--- config.mk ---
export PLATFORM = sky130hd
export DESIGN_NAME = mi3_queue
export DESIGN_NICKNAME = d
export VERILOG_FILES = /design/src/hw/rtl/mi3_pkg.sv /design/src/hw/rtl/mi3_queue.sv
export SDC_FILE = /design/constraint.sdc
export NUM_CORES = 1
export LEC_CHECK = 0
export BUFFER_PORTS_ARGS = -buffer_cell sky130_fd_sc_hd__buf_2
export CORE_UTILIZATION = 57
export DETAILED_ROUTE_END_ITERATION = 8
export MAX_ROUTING_LAYER = met4
export PLACE_DENSITY = 0.82
export RECOVER_POWER = 100
export SLEW_MARGIN = 15
export SYNTH_ARGS = -nofsm -noshare
export SYNTH_HDL_FRONTEND = slang
export SYNTH_SLANG_ARGS = --single-unit
--- constraint.sdc ---
create_clock -name clock -period 10.65 [get_ports clock]
set_input_delay 1.065 -clock clock [delete_from_list [all_inputs] [get_ports clock]]
set_output_delay 1.065 -clock clock [all_outputs]
set_load 0.01 [all_outputs]
--- src/hw/rtl/mi3_pkg.sv ---
// ----------------------------------------------------------------------------
// mi3_pkg: shared types and constants for the 3x3 adjugate matrix inverse
// Word layouts, arithmetic widths and the cofactor index tables.
// ----------------------------------------------------------------------------
package mi3_pkg;

   localparam int IW     = 16;          // input element width, Q8.8
   localparam int OW     = 32;          // output element width, Q16.16
   localparam int IN_FRAC  = 8;
   localparam int OUT_FRAC = 16;
   localparam int SH     = IN_FRAC + OUT_FRAC;   // numerator alignment shift
   localparam int PW     = 2 * IW;      // 2x2 product width
   localparam int CW     = 2 * IW + 1;  // cofactor width
   localparam int PDW    = IW + CW;     // determinant term width
   localparam int DW     = 3 * IW + 3;  // determinant width
   localparam int NW     = CW + SH;     // aligned numerator width
   localparam int SW     = $clog2(OW);  // divide step counter width
   localparam int QDEPTH = 4;           // job queue depth
   localparam int QAW    = $clog2(QDEPTH);

   typedef logic [3:0] idx_type;
   typedef logic signed [CW-1:0] cof_type;

   // Cofactor i (row-major) is m[A]*m[B] - m[C]*m[D], sign already folded in.
   localparam idx_type COF_A [9] = '{4'd4, 4'd5, 4'd3, 4'd2, 4'd0, 4'd1, 4'd1, 4'd2, 4'd0};
   localparam idx_type COF_B [9] = '{4'd8, 4'd6, 4'd7, 4'd7, 4'd8, 4'd6, 4'd5, 4'd3, 4'd4};
   localparam idx_type COF_C [9] = '{4'd7, 4'd3, 4'd4, 4'd1, 4'd2, 4'd0, 4'd2, 4'd0, 4'd1};
   localparam idx_type COF_D [9] = '{4'd5, 4'd8, 4'd6, 4'd8, 4'd6, 4'd7, 4'd4, 4'd5, 4'd3};
   // Output element i takes the transposed cofactor.
   localparam idx_type TRANS [9] = '{4'd0, 4'd3, 4'd6, 4'd1, 4'd4, 4'd7, 4'd2, 4'd5, 4'd8};

   typedef struct packed {
      logic signed [IW-1:0] in_r0c0;
      logic signed [IW-1:0] in_r0c1;
      logic signed [IW-1:0] in_r0c2;
      logic signed [IW-1:0] in_r1c0;
      logic signed [IW-1:0] in_r1c1;
      logic signed [IW-1:0] in_r1c2;
      logic signed [IW-1:0] in_r2c0;
      logic signed [IW-1:0] in_r2c1;
      logic signed [IW-1:0] in_r2c2;
   } req_type;

   typedef struct packed {
      logic signed [OW-1:0] inv_r0c0;
      logic signed [OW-1:0] inv_r0c1;
      logic signed [OW-1:0] inv_r0c2;
      logic signed [OW-1:0] inv_r1c0;
      logic signed [OW-1:0] inv_r1c1;
      logic signed [OW-1:0] inv_r1c2;
      logic signed [OW-1:0] inv_r2c0;
      logic signed [OW-1:0] inv_r2c1;
      logic signed [OW-1:0] inv_r2c2;
      logic                 singular;
   } rsp_type;

   typedef struct packed {
      cof_type [8:0]        cof;
      logic signed [DW-1:0] det;
   } job_type;

endpackage

--- src/hw/rtl/mi3_queue.sv ---
// ----------------------------------------------------------------------------
// mi3_queue: small job queue between front and back
// Holds finished cofactor sets until the divider bank is free.
// ----------------------------------------------------------------------------
module mi3_queue
   import mi3_pkg::*;
(
   input  logic    clock,
   input  logic    reset,
   input  logic    push,
   input  job_type push_data,
   input  logic    pop,
   output job_type head,
   output logic    empty
);

   job_type        entry_ff [QDEPTH];
   logic [QAW-1:0] wr_ptr_ff;
   logic [QAW-1:0] rd_ptr_ff;
   logic [QAW:0]   count_ff;

   always_ff @(posedge clock) begin
      if (reset) begin
         wr_ptr_ff <= '0;
         rd_ptr_ff <= '0;
         count_ff  <= '0;
      end else begin
         if (push) begin
            wr_ptr_ff <= wr_ptr_ff + 1'b1;
         end
         if (pop) begin
            rd_ptr_ff <= rd_ptr_ff + 1'b1;
         end
         if (push && !pop) begin
            count_ff <= count_ff + 1'b1;
         end else if (pop && !push) begin
            count_ff <= count_ff - 1'b1;
         end
      end
   end

   always_ff @(posedge clock) begin
      if (push) begin
         entry_ff[wr_ptr_ff] <= push_data;
      end
   end

   assign head  = entry_ff[rd_ptr_ff];
   assign empty = (count_ff == '0);

endmodule

==> reports/metrics.cfg, run 1 <==
[critical_path]
worstPathArrival_ns = 7.51
cp_max_fo = 66
cp-start-kind = primary input
critical_path.n_buffers_inverters = 3
crit_top_cell = clkbuf_1
cpMaxStageDelayCell = and2_0
critPathKind = in -> reg
path_delay_family = buffers and inverters
cp-end-kind = flip-flop
crit_chain = clkbuf_1 -> and2_0 -> buf_4 -> clkbuf_1
slowest_delay_ns = 2.81
required_ns = 10.92

[timing]
min_period_ns = 7.244
rsz0062_at_grt = false
max_freq_mhz = 138.1
drv_slew = 436
maxSlewHeadroom_pct = -265.0
skew_ns = 0.02499
fin_crit_sh_pct = 68.01
hold_viol_final = 0
setup_viol = 0
setup_tns_ns = 0
worst_pin_slew_ns = 5.475

[synthesis]
synth.ff_latch_count = 1401
synthesis.nets = 2219
ys_seq_area_share_pct = 81.45
yosysWarnings = 0
ys_types = 21
syn-instance-count = 1861
syn_area_um2 = 51540
avgSynthCellArea_um2 = 27.69

[cts]
cts_resized = 0
clkSinkCount = 1401
cts.htree.levels = 4
hold_buffers = 0
cts_tree = yes
post_cts_buffers = 0
numCtsBuffers = 137
cts-root-buf = clkbuf_16
clock_latency_ns = 0.73
cts.clk_slew.worst_paths_ns = 0.06
clk_path_buf_depth = 3

[drt]
drtIter0Drc = 2358
drc = 0
dr.pass1.iters = 5
wl_per_cell_um = 29.34
via_count = 23907
final_antenna_net_count = 0
routed_via_density = 6.046
wl_mm = 116.0

[die]
die_h_um = 302.7
die_area_um2 = 91620
num_rows = 109
io_pins = 701
core-area_um2 = 88920
die_x_um = 302.7
initial_core_util_pct = 57.96

[power_and_ir_drop]
switchingPower_mw = 2.750
power_mw = 12.23
pwr-share-seq_pct = 52.6
p_int_mw = 9.483
p_leak_nw = 18.80
worst_ir_drop_vdd_uv = 176.3
combPwrFrac_pct = 8.7
p_sw_share_pct = 22.48
powerDensity_nw_per_um2 = 204.7
pwr-share-clk_pct = 38.7

[final_layout]
stdcell_area_um2 = 59770
nFillCells = 5569
drive_gt1_share_pct = 12.29
fin_cells = 3954
layout-area-overhead-vs-synth_pct = 15.97
final_cell_mix = edfxtp_1 (1,392), clkbuf_1 (729), mux4_1 (226)
layout_commonest_cell = edfxtp_1
nets = 2998

[grt]
grt_pass1_vias = 24816
grt-busiest-layer = met2
grtUsageMet1_pct = 29.94
grtUsageMet2_pct = 42.77
grt_max_degree = 155
grt_pass1_wl_mm = 163.3
use_met3_pct = 6.753
grtUsageTotal_pct = 25.79
overflow = 0
antenna_found_initial = 35

[placement]
dp.cells = 3666
gp_congestion = 0.8216
portBuffers = 700
dp_hpwl_mm = 68.73
dpl_cell_area_um2 = 56140

[flow_run]
drv_cap = 8

[run_status]
violations = capacitance limit, slew limit
status = finished, violations left

[hold_path]
hold_class = reg -> reg

## state kept, by name, summed over array words and instances, names as in the netlist, named ones only
register	flops
entry_ff	1392
count_ff	3
rd_ptr_ff	2
wr_ptr_ff	2
## kinds of logic (layout without fill, tap and decap cells)
group / after synthesis / in the layout / share of synthesized area (%)
flops: 1401 / 1401 / 81.45
mux: 350 / 350 / 16.89
buf+inv: 83 / 972 / 1.260
simple gates: 14 / 14 / 0.1287
fa+ha+maj: 6 / 6 / 0.1602
xor+xnor: 5 / 5 / 0.08499
compound gates: 2 / 2 / 0.01940
other cells: 0 / 39 / 0
## path summary, 6_finish.rpt
| path | start | to | slack [ns] | cells past startpoint |
|---|---|---|---|---|
| worst max-delay path | push | entry_ff[1][237] | 3.41 | 4 |
| worst min-delay path | count_ff[2] | count_ff[2] | 0.52 | 2 |
| worst min register to register | count_ff[2] | count_ff[2] | 0.52 | 2 |
| worst max register to register | wr_ptr_ff[0] | entry_ff[1][237] | 3.51 | 4 |
## cell usage after synthesis
master    number  area (um^2)
edfxtp_1    1392        41800
mux4_1       226         5938
mux4_2       122         2748
buf_2         36        180.2
buf_6         33        371.6
dfxtp_1        9        180.2
nor2_1         7        26.28
clkbuf_1       6        22.52
ha_1           5        62.56
and2_1         4        25.02
buf_8          4        60.06
inv_1          4        15.01
xor2_1         3        26.28
mux2i_1        2        20.02
xnor2_1        2        17.52
a21oi_1        1        5.000
fa_1           1        20.02
nand2_1        1        3.750
nor3_1         1        5.000
o21ai_0        1        5.000
or3_1          1        6.260
## through the flow
stage / utilization, % / setup WS, ns / hold slack, ns
detailed placement: 63.13 / 5.918 / 0.5096
floorplan: - / 0.9953 / 0.4582
finish: 67.22 / 3.406 / 0.5176
global placement: 63.13 / 5.942 / 0.4700
CTS: 68.11 / 5.107 / 0.4767
global route: 67.20 / 3.141 / 0.5448
## per-layer routing
layer	vias to the layer above	routed length (um)
li1	9961	-
met3	251	9807
met5	-	0
met1	12463	40400
met4	0	4721
met2	1232	61090
## cell type report
type / count / area (um^2) / area share [%]
flip-flops and latches: 1401 / 41980 / 70.24
well taps: 1165 / 1458 / 2.439
repair buffers: 719 / 2878 / 4.815
inverters: 4 / 15.01 / 0.02512
clock inverters: 72 / 725.7 / 1.214
multi-input cells: 377 / 8909 / 14.91
diodes: 39 / 97.59 / 0.1633
clock buffers: 177 / 3702 / 6.194
## tightest hold or removal path: cells and delay by family (launching register included)
family | cells | cell delay [ns]
flip-flops | 1 | 0.32
AO/OA/AOI/OAI | 2 | 0.15
## power groups by stage
stage	clock [mW]	sequential [mW]	combinational, mW
floorplan	0	6.58	0.651
global placement	0	6.52	1.09
detailed placement	0	6.54	1.12
CTS	4.81	6.43	1.13
global route	5.01	6.45	1.12
finish	4.74	6.44	1.06
Power figures use the tool's default switching activity.
==> run 2, diff against run 1 <==
==> constraint.sdc (replaced) <==
create_clock -name clock -period 7.6 [get_ports clock]
set_input_delay 0.76 -clock clock [delete_from_list [all_inputs] [get_ports clock]]
set_output_delay 0.76 -clock clock [all_outputs]
set_load 0.01 [all_outputs]
==> run 2 against run 1 <==
The flow still finishes with violations (capacitance limit, slew limit). Non-clock buffer count increased by 3. Clock-buffer cell count increased by 4. Clock power increased by 39%. Combinational power increased by 42%. Clock skew decreased by 0.0065 ns. Via count decreased by 0.89%. Setup slack got worse by 1.4 ns. Critical path depth increased by 1. Register-to-register slack got worse by 1.5 ns.
==> reports/metrics.cfg, run 2 (synthesis results as in run 1) <==
[hold_path]
hold_depth = 1  ; was 2
min_from = push_data[82]  ; was count_ff[2]
hold_class = in -> reg  ; was reg -> reg
hold_end = entry_ff[2][82]  ; was count_ff[2]

[timing]
max_freq_mhz = 178.5
setup_tns_ns = 0  ; unchanged
fin_crit_sh_pct = 73.71
hold_slack_ns = 0.2758  ; was 0.5176 ns
drv_slew = 747  ; was 436
setup_viol = 0  ; unchanged
hold_viol_final = 0  ; unchanged
worst_pin_slew_ns = 4.697  ; was 5.475 ns
setup_slack_ns = 1.998  ; was 3.406 ns
rsz0062_at_grt = false  ; unchanged
maxSlewHeadroom_pct = -213.1  ; was -265.0%
min_period_ns = 5.602
skew_ns = 0.01848  ; was 0.02499 ns

[final_layout]
fin_cells = 3964  ; was 3,954
layout_commonest_cell = edfxtp_1  ; unchanged
top_regs = entry_ff: 1392 flops, count_ff: 3 flops  ; unchanged
stdcell_area_um2 = 59740  ; was 59,770 um^2
drive_gt1_share_pct = 12.15  ; was 12.29%
nets = 3001  ; was 2,998
seqCellArea_um2 = 41980  ; unchanged
nFillCells = 5582  ; was 5,569
final_cell_mix = edfxtp_1 (1,392), clkbuf_1 (724), mux4_1 (226)  ; was edfxtp_1 (1,392), clkbuf_1 (729), mux4_1 (226)
largest_register_ffs = 1392  ; unchanged
post-route-util_pct = 67.19  ; was 67.22%
multiInputGateArea_um2 = 8911  ; was 8909 um^2
layout-area-overhead-vs-synth_pct = 15.92  ; was 15.97%
top_register = entry_ff  ; unchanged

[grt]
grtUsageTotal_pct = 25.44  ; was 25.79%
grt_pass1_vias = 24698  ; was 24.82k
overflow = 0  ; unchanged
grt_max_degree = 143  ; was 155
antenna_found_initial = 46  ; was 35
grt_pass1_wl_mm = 160.5  ; was 163.3 mm

[critical_path]
cpMaxStageDelayCell = clkbuf_1  ; was and2_0
crit_chain = inv_1 -> ha_1 -> and2_0 -> buf_4 -> clkbuf_1  ; was clkbuf_1 -> and2_0 -> buf_4 -> clkbuf_1
critical_path.n_buffers_inverters = 3  ; unchanged
timing.rr.end = entry_ff[2][32]  ; was entry_ff[1][237]
cp-end-kind = flip-flop  ; unchanged
r2r_setup_slack_ns = 2.00  ; was 3.51 ns
worst_r2r_startpoint = wr_ptr_ff[0]  ; unchanged
path_delay_family = buffers and inverters  ; unchanged
worstPathArrival_ns = 5.84  ; was 7.51 ns
required_ns = 7.84  ; was 10.92 ns
slowest_delay_ns = 3.00  ; was 2.81 ns
cp-start-kind = flip-flop  ; was primary input
r2r_cells = 5  ; was 4
critPathKind = reg -> reg  ; was in -> reg
cp_max_fo = 65  ; was 66

[drt]
wl_per_cell_um = 29.14  ; was 29.34 um
wl_mm = 115.5  ; was 116.0 mm
drc = 0  ; unchanged
via_count = 23694  ; was 23.91k
drtIter0Drc = 1965  ; was 2,358
final_antenna_net_count = 0  ; unchanged
routed_via_density = 5.977  ; was 6.046
dr.pass1.iters = 6  ; was 5

[power_and_ir_drop]
p_leak_nw = 18.76  ; was 18.80 nW
p_sw_share_pct = 22.29  ; was 22.48%
combPwrFrac_pct = 8.8  ; was 8.7%
pwr-share-clk_pct = 38.5  ; was 38.7%
switchingPower_mw = 3.812  ; was 2.750 mW
worst_ir_drop_vdd_uv = 272.3  ; was 176.3 uV
p_int_mw = 13.29  ; was 9.483 mW
power_mw = 17.10  ; was 12.23 mW
pwr-share-seq_pct = 52.7  ; was 52.6%
powerDensity_nw_per_um2 = 286.3  ; was 204.7 nW/um^2

[cts]
cts.htree.levels = 4  ; unchanged
cts-root-buf = clkbuf_16  ; unchanged
hold_buffers = 0  ; unchanged
cts.clk_slew.worst_paths_ns = 0.06  ; about the same
clock_latency_ns = 0.74  ; was 0.73 ns
cts_tree = yes  ; unchanged
post_cts_buffers = 0  ; unchanged
clkSinkCount = 1401  ; unchanged
cts_resized = 0  ; unchanged
numCtsBuffers = 137  ; unchanged
clk_path_buf_depth = 3  ; unchanged

[die]
io_pins = 701  ; unchanged
num_rows = 109  ; unchanged
die_h_um = 302.7  ; unchanged
initial_core_util_pct = 57.96  ; unchanged
die_area_um2 = 91620  ; unchanged
core-area_um2 = 88920  ; unchanged
die_x_um = 302.7  ; unchanged

[placement]
dp_hpwl_mm = 65.74  ; was 68.73 mm
portBuffers = 700  ; unchanged
dpl_cell_area_um2 = 56160  ; was 56,140 um^2
gp_congestion = 0.8062  ; was 0.8216
dp.cells = 3669  ; was 3,666
dp_slack_ns = 4.039  ; was 5.918 ns

[run_status]
violations = capacitance limit, slew limit  ; unchanged
status = finished, violations left  ; unchanged

[flow_run]
drv_cap = 11  ; was 8

-- run 2: cell types whose count changed in the layout (fill, tap and decap cells not counted), moves of 3 or more --
cell and delta:
clkinvlp_4 +4, clkbuf_16 +8, bufinv_16 -3, diode_2 +11
clkinv_1 +9, clkinv_2 -12, inv_16 -3, clkbuf_8 -3
buf_2 +7, clkbuf_1 -5, clkbuf_2 +3
-- run 2: cell type report --
type | instances | area share (%)
tap | 1165 | 2.440
antenna | 50 | 0.2094
multi-input combinational | 377 | 14.92
clock inverter | 64 | 0.8859
sequential | 1401 | 70.27
clock buffer | 181 | 6.457
inverter | 4 | 0.02513
timing repair buffer | 722 | 4.796
-- run 2: how the worst max path moves through the flow --
stage / start / endpoint / slack (ns) / cells after the start
final: wr_ptr_ff[0] / entry_ff[2][32] / 2.00 / 5
after global routing: flip-flop / head[248] / 1.65 / 3
after CTS: flip-flop / head[280] / 3.25 / 4
after detailed placement: flip-flop / head[280] / 4.04 / 4
after global placement: flip-flop / head[268] / 4.08 / 4
after floorplan: push / entry_ff[1][0] / 2.16 / 1
-- run 2: power groups by stage --
stage	combinational [mW]	clock (mW)	sequential [mW]
2_1_floorplan	0.913	0	9.15
3_3_place_gp	1.53	0	9.12
3_5_place_dp	1.57	0	9.15
4_1_cts	1.60	6.70	9.00
5_1_grt	1.58	6.98	9.04
6_report	1.50	6.58	9.02
-- run 2: metal layers --
| metal | part of all wire [%] | global-route usage [%] | vias to the layer above |
|---|---|---|---|
| li1 | - | - | 9969 |
| met1 | 34 | 27.64 | 12334 |
| met2 | 53 | 42.35 | 1136 |
| met3 | 8.2 | 7.182 | 255 |
| met4 | 4.8 | 13.71 | 0 |
| met5 | 0 | - | - |
